--- config.mk ---
export PLATFORM = sky130hd
export DESIGN_NAME = dim7_chord_completer
export DESIGN_NICKNAME = d
export VERILOG_FILES = /design/src/sv/d7cc_pkg.sv /design/src/sv/d7cc_chord_eval.sv /design/src/sv/dim7_chord_completer.sv
export SDC_FILE = /design/constraint.sdc
export NUM_CORES = 1
export LEC_CHECK = 0
export ABC_AREA = 1
export BUFFER_PORTS_ARGS = -buffer_cell sky130_fd_sc_hd__buf_2
export CORE_UTILIZATION = 62
export DETAILED_ROUTE_END_ITERATION = 6
export GPL_TIMING_DRIVEN = 1
export PLACE_DENSITY = 0.82
export SLEW_MARGIN = 20
export SYNTH_ARGS = -nofsm -noshare
export SYNTH_HDL_FRONTEND = slang
export SYNTH_HIERARCHICAL = 1
export SYNTH_SLANG_ARGS = --single-unit
--- constraint.sdc ---
create_clock -name clk -period 7.3 [get_ports clk]
set_input_delay 1.46 -clock clk [delete_from_list [all_inputs] [get_ports clk]]
set_output_delay 1.46 -clock clk [all_outputs]
set_load 0.005 [all_outputs]
--- src/sv/d7cc_pkg.sv ---
// d7cc_pkg: shared types and constants for the diminished-seventh chord completer.
// Holds the item structs, MIDI status codes, the fixed chord table and the note map slots.
// No dependencies.
package d7cc_pkg;

  localparam logic [7:0] ST_NOTE_OFF = 8'h80;
  localparam logic [7:0] ST_NOTE_ON  = 8'h90;
  localparam logic [7:0] ST_SYSEX    = 8'hF0;
  localparam logic [7:0] TYPE_MASK   = 8'hF0;

  localparam int TABLE_SIZE  = 12;
  localparam int CHORD_SLOTS = 16;
  localparam int CHORD_IDX_W = 4;

  // every chord note lies in one of two ranges; only those notes are tracked
  localparam logic [6:0] BASE_LO    = 7'd30;
  localparam logic [6:0] BASE_HI    = 7'd41;
  localparam logic [6:0] UPPER_LO   = 7'd54;
  localparam logic [6:0] UPPER_HI   = 7'd65;
  localparam logic [6:0] UPPER_SLOT = 7'd12;
  localparam int         HELD_SLOTS = 24;
  localparam int         HELD_IDX_W = 5;

  typedef struct packed {
    logic [7:0] status_byte;
    logic [7:0] first_data;
    logic [7:0] second_data;
  } in_item_t;

  typedef struct packed {
    logic [7:0] out_status;
    logic [7:0] out_first;
    logic [7:0] out_second;
    logic       last_of_run;
  } out_item_t;

  typedef struct packed {
    logic [6:0] base;
    logic [6:0] note_a;
    logic [6:0] note_b;
    logic [6:0] note_c;
    logic [6:0] added;
  } chord_entry_t;

  // result of evaluating one chord against the held-note map
  typedef struct packed {
    logic       has;
    logic       full;
    logic [6:0] added;
  } chord_eval_t;

  // base, three chord notes, added note; spare slots are never visited
  localparam chord_entry_t CHORD_TABLE [CHORD_SLOTS] = '{
    '{7'd37, 7'd61, 7'd64, 7'd58, 7'd67},
    '{7'd32, 7'd56, 7'd59, 7'd65, 7'd62},
    '{7'd39, 7'd63, 7'd54, 7'd60, 7'd69},
    '{7'd34, 7'd58, 7'd61, 7'd55, 7'd64},
    '{7'd41, 7'd65, 7'd56, 7'd62, 7'd59},
    '{7'd36, 7'd60, 7'd63, 7'd57, 7'd66},
    '{7'd31, 7'd55, 7'd58, 7'd64, 7'd61},
    '{7'd38, 7'd62, 7'd65, 7'd59, 7'd68},
    '{7'd33, 7'd57, 7'd60, 7'd54, 7'd63},
    '{7'd40, 7'd64, 7'd55, 7'd61, 7'd70},
    '{7'd35, 7'd59, 7'd62, 7'd56, 7'd65},
    '{7'd30, 7'd54, 7'd57, 7'd63, 7'd60},
    '{7'd0,  7'd0,  7'd0,  7'd0,  7'd0},
    '{7'd0,  7'd0,  7'd0,  7'd0,  7'd0},
    '{7'd0,  7'd0,  7'd0,  7'd0,  7'd0},
    '{7'd0,  7'd0,  7'd0,  7'd0,  7'd0}
  };

  function automatic logic note_tracked(input logic [6:0] n);
    return (n >= BASE_LO && n <= BASE_HI) || (n >= UPPER_LO && n <= UPPER_HI);
  endfunction

  // base notes take slots 0..11, upper chord notes 12..23
  function automatic logic [HELD_IDX_W-1:0] note_slot(input logic [6:0] n);
    logic [6:0] off;
    if (n >= BASE_LO && n <= BASE_HI) off = n - BASE_LO;
    else if (n >= UPPER_LO && n <= UPPER_HI) off = n - UPPER_LO + UPPER_SLOT;
    else off = '0;
    return off[HELD_IDX_W-1:0];
  endfunction

endpackage

--- src/sv/d7cc_chord_eval.sv ---
// d7cc_chord_eval: shared compare unit, checks one chord per cycle.
// Looks up the chord table entry and tests membership and completeness.
// Depends on d7cc_pkg.
module d7cc_chord_eval (
  input  logic [d7cc_pkg::CHORD_IDX_W-1:0] chord_idx,
  input  logic [6:0]                       note,
  input  logic [d7cc_pkg::HELD_SLOTS-1:0]  held,
  output d7cc_pkg::chord_eval_t            ev
);
  import d7cc_pkg::*;

  chord_entry_t entry;

  always_comb begin
    entry    = CHORD_TABLE[chord_idx];
    ev.has   = (entry.base == note) || (entry.note_a == note) ||
               (entry.note_b == note) || (entry.note_c == note);
    ev.full  = held[note_slot(entry.base)] && held[note_slot(entry.note_a)] &&
               held[note_slot(entry.note_b)] && held[note_slot(entry.note_c)];
    ev.added = entry.added;
  end

endmodule

--- src/sv/dim7_chord_completer.sv ---
// dim7_chord_completer: top level, sequencer around the shared chord compare unit.
// Depends on d7cc_pkg and d7cc_chord_eval.
//
// Usage:
//   in_*  : one MIDI event per transfer (status, first and second data byte).
//   out_* : result items; last_of_run marks the final result of an input event.
//   cfg_* : one-bit enable register, always ready; write only while idle.
// A note event is taken, the held-note map updated, then the NCH chords are walked
// one per cycle through the compare unit unless the walk is held; NCH = min(NUM_CHORDS, 12).
// The note map keeps only the 24 notes that the chords are built from.
// A found result is held in a pending slot until the next hit or the end of the
// walk, so last_of_run is known when it leaves. in_ready is low while an event is
// in work. A stalled receiver holds the walk when a second result is found while
// the output register is still full; the final result and the passed item also
// wait for the output register to free.
// Disabled: events are taken and dropped at once.
// Reset clears the held-note map, chord flags and output valid, and sets enable.
module dim7_chord_completer #(
  parameter int NUM_CHORDS = 12
) (
  input  logic                clk,
  input  logic                rst,
  input  logic                in_valid,
  output logic                in_ready,
  input  d7cc_pkg::in_item_t  in_data,
  output logic                out_valid,
  input  logic                out_ready,
  output d7cc_pkg::out_item_t out_data,
  input  logic                cfg_valid,
  output logic                cfg_ready,
  input  logic                cfg_data
);
  import d7cc_pkg::*;

  localparam int NCH = (NUM_CHORDS < TABLE_SIZE) ? NUM_CHORDS : TABLE_SIZE;
  localparam int CW  = (NCH > 1) ? $clog2(NCH) : 1;
  localparam logic [CW-1:0] LAST_IDX = CW'(NCH - 1);

  localparam logic [2:0] S_IDLE  = 3'd0;
  localparam logic [2:0] S_SCAN  = 3'd1;
  localparam logic [2:0] S_FLUSH = 3'd2;
  localparam logic [2:0] S_PASS  = 3'd3;

  localparam logic [1:0] K_ON   = 2'd0;
  localparam logic [1:0] K_OFF  = 2'd1;
  localparam logic [1:0] K_STOP = 2'd2;
  localparam logic [1:0] K_PASS = 2'd3;

  logic [2:0]            state;
  logic [1:0]            kind;
  logic                  enable;
  logic [HELD_SLOTS-1:0] held;
  logic [NCH-1:0]        active;
  logic [CW-1:0]         cidx;
  in_item_t              item;
  logic                  pend_valid;
  logic [6:0]            pend_note;

  logic [7:0]  in_type;
  logic [6:0]  in_note;
  logic [1:0]  in_kind;
  logic        hit;
  logic        out_free;
  logic        scan_adv;
  logic        load;
  logic [7:0]  res_status;
  chord_eval_t ev;

  d7cc_chord_eval u_eval (
    .chord_idx (CHORD_IDX_W'(cidx)),
    .note      (item.first_data[6:0]),
    .held      (held),
    .ev        (ev)
  );

  always_comb begin
    in_type = in_data.status_byte & TYPE_MASK;
    in_note = in_data.first_data[6:0];
    priority if (in_type == ST_NOTE_ON && in_data.second_data[6:0] != 7'd0) begin
      in_kind = K_ON;
    end else if (in_type == ST_NOTE_ON || in_type == ST_NOTE_OFF) begin
      in_kind = K_OFF;
    end else if (in_type == ST_SYSEX && in_note == 7'd0) begin
      in_kind = K_STOP;
    end else begin
      in_kind = K_PASS;
    end
  end

  always_comb begin
    unique case (kind)
      K_ON:    hit = ev.has && ev.full;
      K_OFF:   hit = active[cidx] && ev.has && !ev.full;
      K_STOP:  hit = active[cidx];
      default: hit = 1'b0;
    endcase
  end

  assign out_free   = !out_valid || out_ready;
  assign scan_adv   = !(hit && pend_valid) || out_free;
  assign res_status = (kind == K_ON) ? ST_NOTE_ON : ST_NOTE_OFF;
  assign in_ready   = (state == S_IDLE);
  assign cfg_ready  = 1'b1;

  // output register loads this cycle
  always_comb begin
    unique case (state)
      S_SCAN:  load = scan_adv && hit && pend_valid;
      S_FLUSH: load = pend_valid && out_free;
      S_PASS:  load = out_free;
      default: load = 1'b0;
    endcase
  end

  always_ff @(posedge clk) begin
    if (rst) begin
      state      <= S_IDLE;
      kind       <= K_PASS;
      enable     <= 1'b1;
      held       <= '0;
      active     <= '0;
      cidx       <= '0;
      pend_valid <= 1'b0;
      out_valid  <= 1'b0;
    end else begin
      if (cfg_valid) enable <= cfg_data;
      out_valid <= load || (out_valid && !out_ready);
      unique case (state)
        S_IDLE: begin
          if (in_valid && enable) begin
            item       <= in_data;
            kind       <= in_kind;
            cidx       <= '0;
            pend_valid <= 1'b0;
            if (note_tracked(in_note)) begin
              if (in_kind == K_ON) held[note_slot(in_note)] <= 1'b1;
              else if (in_kind == K_OFF) held[note_slot(in_note)] <= 1'b0;
            end
            state <= (in_kind == K_PASS) ? S_PASS : S_SCAN;
          end
        end
        S_SCAN: begin
          if (scan_adv) begin
            if (hit) begin
              if (pend_valid) begin
                out_data <= '{res_status, {1'b0, pend_note}, item.second_data, 1'b0};
              end
              pend_valid   <= 1'b1;
              pend_note    <= ev.added;
              active[cidx] <= (kind == K_ON);
            end
            if (cidx == LAST_IDX) state <= S_FLUSH;
            else cidx <= cidx + 1'b1;
          end
        end
        S_FLUSH: begin
          if (!pend_valid) begin
            state <= (kind == K_STOP) ? S_PASS : S_IDLE;
          end else if (out_free) begin
            out_data   <= '{res_status, {1'b0, pend_note}, item.second_data,
                            (kind != K_STOP)};
            pend_valid <= 1'b0;
            state      <= (kind == K_STOP) ? S_PASS : S_IDLE;
          end
        end
        S_PASS: begin
          if (out_free) begin
            out_data  <= '{item.status_byte & TYPE_MASK, item.first_data,
                           item.second_data, 1'b1};
            if (kind == K_STOP) begin
              held   <= '0;
              active <= '0;
            end
            state <= S_IDLE;
          end
        end
        default: state <= S_IDLE;
      endcase
    end
  end

  // the pending slot is always drained before a new event is taken
  a_idle_no_pend: assert property (@(posedge clk) disable iff (rst)
    (state == S_IDLE) |-> !pend_valid)
    else $error("pending result left over in idle");

  a_scan_range: assert property (@(posedge clk) disable iff (rst)
    (state == S_SCAN) |-> (cidx <= LAST_IDX))
    else $error("chord index beyond table");

  // a stop leaves every note and flag clear
  a_stop_clears: assert property (@(posedge clk) disable iff (rst)
    (state == S_PASS && out_free && kind == K_STOP) |=> (held == '0 && active == '0))
    else $error("stop did not clear state");

  // only the passed item of a stop may end a stop run
  a_stop_last: assert property (@(posedge clk) disable iff (rst)
    (state == S_FLUSH && kind == K_STOP && pend_valid && out_free)
      |=> (out_valid && !out_data.last_of_run))
    else $error("stop note-off flagged as last");

endmodule
==> results of run 1 <==
-- routing by layer --
| layer | vias up | part of all wire (%) | track usage (%) |
|---|---|---|---|
| met4 | 0 | 1.4 | 8.000 |
| met2 | 279 | 46 | 47.33 |
| met1 | 3387 | 45 | 43.94 |
| li1 | 3739 | - | - |
| met5 | - | 0 | 0 |
| met3 | 24 | 7.5 | 4.499 |
-- Yosys cell counts (6+ instances only) --
master / instances / area (um^2)
ha_1: 27 / 337.8
nand3_1: 183 / 915.9
a21oi_1: 57 / 285.3
nor3_1: 8 / 40.04
xor2_1: 16 / 140.1
nand2_1: 283 / 1062
o21ai_0: 43 / 215.2
o21ai_1: 7 / 35.03
nand2_4: 6 / 67.56
nand2_2: 15 / 93.84
buf_4: 14 / 105.1
buf_6: 12 / 135.1
buf_2: 12 / 60.06
o211ai_1: 7 / 52.55
nand4_1: 42 / 262.8
clkbuf_1: 15 / 56.30
edfxtp_1: 48 / 1441
inv_2: 17 / 63.81
inv_1: 136 / 510.5
o21ai_2: 6 / 52.55
dfxtp_1: 47 / 940.9
nor2_1: 79 / 296.5
-- power breakdown --
| group | total [W] | internal (W) | switching, W |
|---|---|---|---|
| Combinational | 0.000982 | 0.000299 | 0.000682 |
| Sequential | 0.000649 | 0.000623 | 0.0000263 |
| Clock | 0.000474 | 0.000242 | 0.000232 |
| Total | 0.00210 | 0.00116 | 0.000940 |
-- logic make-up (layout without fill, tap and decap cells) --
kind of cell	count (synthesis)	in the layout	synth area share (%)
flops	95	95	31.36
xor+xnor	21	21	2.421
compound gates	136	136	10.36
buf+inv	208	221	12.35
simple gates	640	640	38.97
other cells	2	5	0.09885
fa+ha+maj	27	27	4.447
-- path summary, 6_finish.rpt --
path              startpoint     endpoint  slack (ns)
setup / recovery     cidx[1]    active[3]        1.97
setup reg to reg     cidx[1]    active[3]        1.97
hold reg to reg      item[7]  out_data[8]        0.42
hold / removal       item[7]  out_data[8]        0.42
-- metrics by stage --
stage | utilization [%] | power (W) | hold WS (ns) | instances | cell area (um^2)
6_report | 66.99 | 0.002105 | 0.4203 | 1292 | 8013
2_1_floorplan | - | 0.001435 | 0.4003 | 1132 | 7609
5_1_grt | 66.99 | 0.002241 | 0.4314 | 1292 | 8013
3_5_place_dp | 64.50 | 0.001616 | 0.4045 | 1276 | 7715
3_3_place_gp | 64.50 | 0.001608 | 0.4008 | 1276 | 7715
4_1_cts | 66.99 | 0.002090 | 0.4219 | 1292 | 8013
-- layout make-up --
cell class / count / area (um^2)
Timing Repair Buffer: 52 / 270.3
Inverter: 153 / 574.3
Clock inverter: 7 / 72.57
Sequential cell: 95 / 2382
Fill cell: 1064 / 3949
Clock buffer: 9 / 225.2
Tap cell: 147 / 183.9
Multi-Input combinational cell: 829 / 4304
-- flip-flops by register name, indices dropped and copies added (netlist names) --
name	cells
held	24
out_data	21
item	20
active	12
pend_note	7
cidx	4
kind	2
state	2
enable	1
out_valid	1
pend_valid	1
==> summary.txt, run 1 <==
Min path
  – WHS Path Cells: 0
  – Worst hold path class: flop to flop

Finish
  – Syn-to-layout area delta: 5.468%
  – Most common cell after layout, fill and taps aside: nand2_1
  – Final antenna diode count: 0
  – Fin nets: 1197
  – Layout cell share with drive strength beyond 1: between 10% and 20%
  – Most frequent cells in the layout: 283 x nand2_1, 183 x nand3_1, 136 x inv_1, 79 x nor2_1, 57 x a21oi_1

Synthesis
  – Synthesized flop and latch total: 95
  – Number of synthesized flops with an enable pin: between 40 and 50
  – Synth Area per Inst: 6.729 um^2
  – Mapped Cells: 1129
  – Mapped Area: 7597 um^2
  – Synth Flop Type: edfxtp_1
  – Sequential area share after synthesis: 31.36%
  – Asr flop ratio synth: 0%
  – Post-synth cell types: 43
  – Syn. warnings: 6

Floorplanning
  – Full die area: 12700 um^2
  – Die Y-Extent: ~110 um
  – Initial Utilization: between 60% and 70%
  – I/O Pins: 58
  – Core area: 11960 um^2
  – Die width: about 110 um
  – Num rows: 40

STA
  – Final period util: 73.02%
  – Period minus WS final: 5.330 ns
  – Final Hold Fails: 0
  – TNS Setup: 0 ns
  – Slew @ Worst Pin: 1.013 ns
  – Final setup viols: 0
  – RSZ-0062 raised after global routing: false
  – Final Max Tran Viols: 0
  – Setup slack after layout: 1.970 ns
  – Relative slew margins: 31.94%
  – Fmax: 187.6 MHz
  – Final Skew: between 0.01 and 0.015 ns

Clocking
  – Clock-pin slew on the worst setup and hold paths: 0.07 ns
  – Post_cts resized: 0
  – CTS Buf Count: 9
  – H-tree depth: 3
  – Postcts setup bufs: 0
  – Clock Latency Late Sink: 0.36 ns
  – TritonCTS Sinks: 95
  – CTS tree: built
  – Root buffer cell: clkbuf_16
  – Clk buf depth: 2
  – Post-CTS Hold Buffers: 0

Global route
  – Initial antenna violation count: 0
  – GRT Util Overall: 30.30%
  – Global-route wire length before repair: 30.88 mm
  – Grt ovf: 0
  – Largest net degree at the start of global routing: 50
  – Vias in the first global route: 6293

Critical path
  – R2R depth: 30
  – Critical path's slowest cell: dfxtp_1
  – Kind of critical path: flop to flop
  – Critical Path AT: about 5.6 ns
  – Endpoint type of the worst setup path: flop
  – WP data required: around 7.6 ns
  – CP most frequent cell: nand3_1
  – Critical path's top delay family: simple AND/OR/NAND/NOR gates
  – WP depth: 30
  – Worst Path Buf+Inv: 4
  – Crit-path max cell delay: 0.71 ns
  – CP startpoint kind: flop
  – Crit path max fanout: 15

Detailed routing
  – Routed len/inst: 14.55 um
  – Post-route ant nets: 0
  – DR vias: 7429
  – Vias/cell: 5.750
  – DRT Pass-1 Iters: 7
  – DRC: 0
  – Iter 0 DRT Violations: 661
  – Final WL: 18.81 mm

Run status
  – Status: finished clean

Place
  – Hpwl dp: 13.40 mm
  – Pre-CTS WS: approximately 2.0 ns
  – Port bufs: 48
  – Gpl congestion: 0.9879

Pwr
  – Leakage: 3.431 nW
  – Pwr dens: 262.7 nW/um^2
  – Peak VDD IR: around 170 uV

Job
  – MaxCap Viol Count: 0
Note: power is estimated with default switching activity, not from simulation.
==> inputs of run 2 (changes only) <==
Settings changed: ABC_AREA 1 to 0, CORE_UTILIZATION 62 to 61, PLACE_DENSITY 0.82 to 0.81.
Clock period 7.3 ns to 5.3 ns, I/O delays scaled along.
==> run 2 against run 1 <==
Against the previous run: sequential cell count unchanged; clock skew increased by 0.0012 ns; setup slack got worse by 1.8 ns; die area decreased by 5.1%; critical path depth decreased by 10; combinational power increased by 6%; critical path type unchanged; largest power group unchanged; total power increased by 25%; non-clock buffer count increased by 21; hold slack improved by 0.0026 ns; final cell count decreased by 25%; utilization increased by 4.1 points; design area decreased by 1.7%.
==> summary.txt, run 2 <==
Critical path
  – Crit-path max cell delay: 0.42 ns (-0.29 ns)
  – WP data required: 5.36 ns (-2.21 ns)
  – Critical Path AT: 5.21 ns (-0.39 ns)
  – Crit path cell chain: clkinvlp_4 > ha_4 > mux2_4 > o21ai_4 > inv_1 > ha_2 > a22oi_2 > a21oi_2 > or3_4 > a221o_1 > o2111a_1 > o2111ai_2 > a211oi_4 > and3b_1 > o32ai_1 > a2111o_1 > and2_1 > buf_4 > nor4b_1 > buf_4
  – Critical path's slowest cell: dfxtp_4
  – R2R depth: 20 (-33%)
  – WP depth: 20 (-33%)
  – Kind of critical path: flop to flop
  – CP startpoint kind: flop
  – CP most frequent cell: buf_4
  – Critical path's top delay family: compound AO/OA/AOI/OAI gates
  – Endpoint type of the worst setup path: flop
  – Crit path max fanout: 10 (-5)
  – Worst Path Buf+Inv: 4 (unchanged)

STA
  – Final setup viols: 0 (unchanged)
  – Final Skew: 0.01261 ns (+0.001159 ns)
  – TNS Setup: 0 ns (unchanged)
  – Final Max Tran Viols: 0 (unchanged)
  – Period minus WS final: 5.147 ns (-0.1831 ns)
  – Final Hold Fails: 0 (unchanged)
  – Slew @ Worst Pin: 1.077 ns (+0.06365 ns)
  – Fmax: 194.3 MHz (+3.6%)
  – Final period util: 97.11% (+24 points)
  – Hold_ws: 0.4229 ns (+0.002587 ns)
  – Relative slew margins: 28.14% (-3.8 points)

Synthesis
  – Synth Flop Type: edfxtp_1
  – Post-synth cell types: 98 (+130%)
  – Syn. warnings: 6 (unchanged)
  – Number of synthesized flops with an enable pin: 48 (unchanged)
  – Yosys top cell area share: 20.34% (+1.4 points)
  – Top post-synthesis cells by area: edfxtp_1 20%, dfxtp_1 13%, ha_1 4.8%
  – Cell taking the most area after synthesis: edfxtp_1
  – Mapped Area: 7086 um^2 (-6.7%)
  – Synthesized flop and latch total: 95 (unchanged)
  – Top-count cell post-synth: nand2_1
  – Sequential area share after synthesis: 33.62% (+2.3 points)
  – Synth cell count leaders: 74 x nand2_1, 64 x a21oi_1, 51 x o21ai_0
  – Asr flop ratio synth: 0% (unchanged)
  – Synth Area per Inst: 8.802 um^2 (+31%)
  – Mapped Cells: 805 (-29%)

Min path
  – WHS Path Cells: 0 (unchanged)
  – Worst hold path class: flop to flop

Place
  – Gpl congestion: 0.9697 (-1.8%)
  – Hpwl dp: 14.37 mm (+7.2%)
  – Placed cell areas: 7456 um^2 (-3.4%)
  – Cells after DPL: 956 (-25%)
  – Port bufs: 48 (unchanged)

Floorplanning
  – Die width: 109.8 um (-2.6%)
  – Die Y-Extent: 109.8 um (-2.6%)
  – Full die area: 12050 um^2 (-5.1%)
  – Initial Utilization: 63.96% (+0.45 points)
  – Num rows: 38 (-5.0%)
  – I/O Pins: 58 (unchanged)
  – Core area: 11080 um^2 (-7.4%)

Finish
  – Fin nets: 887 (-26%)
  – Final antenna diode count: 0 (unchanged)
  – Top reg by flops: held
  – Largest register FFs: 24 (unchanged)
  – Most common cell after layout, fill and taps aside: nand2_1
  – Regs by FF count: held x24, out_data x21, item x20
  – Syn-to-layout area delta: 11.18%
  – Register Area: 2391 um^2 (+0.37%)
  – Filler-free cell count of the finished design: 975 (-25%)
  – Filler cell count: 825 (-22%)
  – Layout cell share with drive strength beyond 1: 17.37% (+5.7 points)
  – Finished Cell Area: 7878 um^2 (-1.7%)
  – Area of the multi-input gates: 4403 um^2 (+2.3%)
  – Most frequent cells in the layout: 73 x nand2_1, 63 x a21oi_1, 50 x o21ai_0, 48 x buf_2, 48 x edfxtp_1

Clocking
  – Clock Latency Late Sink: 0.35 ns (about the same)
  – Root buffer cell: clkbuf_16
  – CTS Buf Count: 9 (unchanged)
  – TritonCTS Sinks: 95 (unchanged)
  – Post-CTS Hold Buffers: 0 (unchanged)
  – H-tree depth: 3 (unchanged)
  – Clk buf depth: 2 (unchanged)
  – Clock-pin slew on the worst setup and hold paths: 0.07 ns (about the same)
  – CTS tree: built

Detailed routing
  – Routed len/inst: 20.39 um (+40%)
  – Post-route ant nets: 0 (unchanged)
  – Final WL: 19.89 mm (+5.7%)
  – DRC: 0 (unchanged)
  – DRT Pass-1 Iters: 5 (-2)
  – DR vias: 6823 (-8.2%)
  – Iter 0 DRT Violations: 732 (+11%)
  – Vias/cell: 6.998 (+22%)

Global route
  – Largest net degree at the start of global routing: 36 (-28%)
  – Initial antenna violation count: 0 (unchanged)
  – GRT Util Overall: 34.31% (+4.0 points)
  – Vias in the first global route: 6219 (-1.2%)
  – Grt ovf: 0 (unchanged)
  – Global-route wire length before repair: 31.70 mm (+2.7%)

Pwr
  – Peak VDD IR: 330.2 uV (+93%)
  – Pwr dens: 334.1 nW/um^2 (+27%)
  – Leakage: 2.897 nW (-16%)

Job
  – MaxCap Viol Count: 0 (unchanged)

Run status
  – Status: finished clean
==> run 2: cell types whose count changed after synthesis, moves of 14 or more <==
cell     delta
inv_1     -107
inv_2      -15
mux2i_1    +14
nand2_1   -209
nand2_2    -15
nand3_1   -149
nand4_1    -34
nor2_1     -39
==> run 2: worst paths after layout <==
path,start,endpoint,slack (ns)
worst max-delay path,cidx[1],pend_note[0],0.15
worst min-delay path,item[5],out_data[6],0.42
worst max register to register,cidx[1],pend_note[0],0.15
worst min register to register,item[5],out_data[6],0.42
==> run 2: area by class of cell <==
type / count / area share, %
timing repair buffer: 73 / 5.750
clock buffer: 10 / 3.034
tap: 140 / 2.224
sequential: 95 / 30.35
inverter: 32 / 1.636
clock inverter: 6 / 1.112
multi-input combinational: 619 / 55.89
==> run 2: repair_timing <==
action / in CTS / in global routing
endpoints found under the setup margin: 0 / 46
buffers inserted: 0 / 3
gates resized for setup: 0 / 11
==> run 2: metrics by stage <==
| stage | util [%] | worst slack, ns | power, W |
|---|---|---|---|
| finish | 71.11 | 0.1529 | 0.002632 |
| global route | 71.11 | -0.05233 | 0.002752 |
| detailed placement | 67.30 | 0.04510 | 0.001892 |
| global placement | 67.30 | 0.2383 | 0.001846 |
| floorplan | - | -0.03996 | 0.001655 |
| CTS | 70.25 | 0.01481 | 0.002582 |
==> run 2: cell families (layout without fill, tap and decap cells) <==
| family | count (synthesis) | after routing | share of synthesized area (%) |
|---|---|---|---|
| DFF | 95 | 95 | 33.62 |
| xor gates and xnor gates | 24 | 24 | 2.967 |
| AOI/OAI and AO/OA | 281 | 281 | 27.56 |
| buffers and inverters | 94 | 121 | 6.357 |
| and+or+nand+nor | 256 | 256 | 18.98 |
| adders and majority gates | 27 | 27 | 4.768 |
| other | 2 | 5 | 0.1060 |
| muxes | 26 | 26 | 5.633 |
==> run 2: report_power, final <==
group / internal (W) / switching, W / leakage, nW / total (W)
Combinational: 0.000398 / 0.000637 / 1.92 / 0.00104
Sequential: 0.000852 / 0.0000507 / 0.820 / 0.000903
Clock: 0.000390 / 0.000304 / 0.155 / 0.000694
==> run 2: routing by layer <==
layer | up-vias | routed length, um | GRT usage [%]
met4 | 0 | 756 | 16.48
li1 | 3100 | - | -
met5 | - | 0 | 0
met3 | 80 | 1685 | 5.157
met2 | 402 | 9287 | 54.63
met1 | 3241 | 8155 | 45.71
==> inputs of run 3 (changes only) <==
Clock period 5.3 ns to 5.6 ns, I/O delays scaled along.
==> run 3 against run 2 <==
Against the previous run: sequential power is 6.0% lower; total power is 8.6% lower; sequential share of layout area grew 0.60 points; non-clock buffer count decreased by 6; first-iteration DRC count down 2.5%; largest power group unchanged; final cell count is 0.62% lower; critical path depth rose by 3; global-route usage shrank 1.0 points.
==> summary.txt, run 3 (synthesis gave the netlist of run 2 again) <==
Finish
  – Most common cell after layout, fill and taps aside: nand2_1
  – Top reg by flops: held
  – Fin nets: 881 (-0.68%)
  – Filler cell count: 820 (-0.61%)
  – Layout cell share with drive strength beyond 1: 15.68% (-1.7 points)
  – Final antenna diode count: 0 (unchanged)
  – Syn-to-layout area delta: 8.900%
  – Regs by FF count: held x24, out_data x21, item x20
  – Largest register FFs: 24 (unchanged)
  – Finished Cell Area: 7716 um^2 (-2.0%)
  – Area of the multi-input gates: 4327 um^2 (-1.7%)
  – Register Area: 2389 um^2 (-0.10%)
  – Final core utilization: 69.65% (-1.5 points)
  – Most frequent cells in the layout: 74 x nand2_1, 63 x a21oi_1, 50 x o21ai_0, 48 x buf_2, 48 x edfxtp_1

Detailed routing
  – Vias/cell: 6.918 (-1.1%)
  – Post-route ant nets: 0 (unchanged)
  – Routed len/inst: 19.94 um (-2.2%)
  – DR vias: 6704 (-1.7%)
  – Iter 0 DRT Violations: 714 (-2.5%)
  – DRC: 0 (unchanged)
  – Final WL: 19.32 mm (-2.8%)
  – DRT Pass-1 Iters: 5 (unchanged)

Clocking
  – Clk buf depth: 2 (unchanged)
  – Clock-pin slew on the worst setup and hold paths: 0.08 ns (about the same)
  – Clock Latency Late Sink: 0.35 ns (about the same)
  – H-tree depth: 3 (unchanged)
  – CTS tree: built
  – CTS Buf Count: 9 (unchanged)
  – Root buffer cell: clkbuf_16
  – Post_cts resized: 0 (unchanged)
  – TritonCTS Sinks: 95 (unchanged)
  – Post-CTS Hold Buffers: 0 (unchanged)
  – Postcts setup bufs: 0 (unchanged)

Floorplanning
  – Die Y-Extent: 109.8 um (unchanged)
  – I/O Pins: 58 (unchanged)
  – Num rows: 38 (unchanged)
  – Core area: 11080 um^2 (unchanged)
  – Initial Utilization: 63.96% (unchanged)
  – Die width: 109.8 um (unchanged)
  – Full die area: 12050 um^2 (unchanged)

Pwr
  – Peak VDD IR: 305.8 uV (-7.4%)
  – Leakage: 2.846 nW (-1.8%)
  – Total power: 0.002405 W (-8.6%)
  – Pwr dens: 311.7 nW/um^2 (-6.7%)

Global route
  – Vias in the first global route: 6190 (-0.47%)
  – Grt ovf: 0 (unchanged)
  – GRT Util Overall: 33.29% (-1.0 points)
  – Global-route wire length before repair: 30.85 mm (-2.7%)
  – Initial antenna violation count: 0 (unchanged)
  – Largest net degree at the start of global routing: 42 (+17%)

Critical path
  – WP data required: 5.87 ns (+0.51 ns)
  – Critical Path AT: 5.71 ns (+0.50 ns)
  – Kind of critical path: flop to flop
  – Endpoint type of the worst setup path: flop
  – CP startpoint kind: flop
  – Crit path max fanout: 17 (+7)

Place
  – Hpwl dp: 14.14 mm (-1.6%)
  – Port bufs: 48 (unchanged)
  – Gpl congestion: 0.9868 (+1.8%)
  – Placed cell areas: 7386 um^2 (-0.94%)
  – Pre-CTS WS: 0.3020 ns (+0.2569 ns)

STA
  – TNS Setup: 0 ns (unchanged)
  – Period minus WS final: 5.437 ns (+0.2896 ns)
  – Slew @ Worst Pin: 1.026 ns (-0.05125 ns)
  – Setup slack after layout: 0.1633 ns (+0.01040 ns)
  – Final Hold Fails: 0 (unchanged)
  – Final Skew: 0.01344 ns (+0.0008252 ns)
  – Final Max Tran Viols: 0 (unchanged)
  – Final setup viols: 0 (unchanged)
  – Final period util: 97.08% (about the same)
  – RSZ-0062 raised after global routing: true
  – Fmax: 183.9 MHz (-5.3%)
  – Relative slew margins: 31.56% (+3.4 points)

Min path
  – Worst hold path class: flop to flop

Job
  – MaxCap Viol Count: 0 (unchanged)

Run status
  – Status: finished clean
## run 3: cell types whose count changed in the layout (fill, tap and decap cells not counted), sizes merged
cell	delta
buf	-6
clkinvlp	-2
clkinv	+1
inv	+3
clkbuf	-1
bufinv	-1
## run 3: per-stage QoR
stage / cells / hold WS, ns
2_1_floorplan: 808 / 0.4003
3_3_place_gp: 953 / 0.4045
3_5_place_dp: 953 / 0.4045
4_1_cts: 969 / 0.4229
5_1_grt: 969 / 0.4308
6_report: 969 / 0.4217
## run 3: cell type report
class	instances	share of cell area, %
Clock inverter	7	1.054
Clock buffer	9	2.919
Multi-Input combinational cell	619	56.07
Inverter	32	1.557
Sequential cell	95	30.96
Tap cell	140	2.270
Timing Repair Buffer	67	5.173
## run 3: worst paths after layout
kind,startpoint,endpoint,slack [ns],cells after the start
setup / recovery,cidx[0],active[7],0.16,23
setup reg to reg,cidx[0],active[7],0.16,23
hold reg to reg,item[2],out_data[3],0.42,0
hold / removal,item[2],out_data[3],0.42,0
## run 3: power breakdown
group / switching (W) / leakage, nW / internal, W
registers: 0.0000428 / 0.820 / 0.000806
clock network: 0.000310 / 0.150 / 0.000321
logic: 0.000578 / 1.88 / 0.000347
## run 3: per-layer routing
| metal | up-vias | part of all wire, % | track usage (%) |
|---|---|---|---|
| met4 | 0 | 2.9 | 13.43 |
| met1 | 3202 | 41 | 45.43 |
| met5 | - | 0 | 0 |
| met2 | 363 | 46 | 52.07 |
| li1 | 3085 | - | - |
| met3 | 54 | 9.4 | 6.165 |
## run 3: worst max-delay path, cell delays in order (launching register included)
cell	delay, ns
dfxtp_4	0.41
inv_1	0.16
ha_1	0.18
buf_4	0.18
a21oi_1	0.08
o22ai_1	0.35
inv_1	0.12
ha_1	0.22
inv_1	0.05
o21ai_0	0.07
a221o_1	0.34
and2_4	0.18
o311a_1	0.33
o311a_1	0.35
a31o_1	0.21
a211oi_2	0.45
nor4bb_1	0.12
o211a_1	0.23
a31oi_1	0.23
and2_1	0.21
buf_4	0.18
a21o_1	0.35
o21ai_0	0.17
a21oi_1	0.17
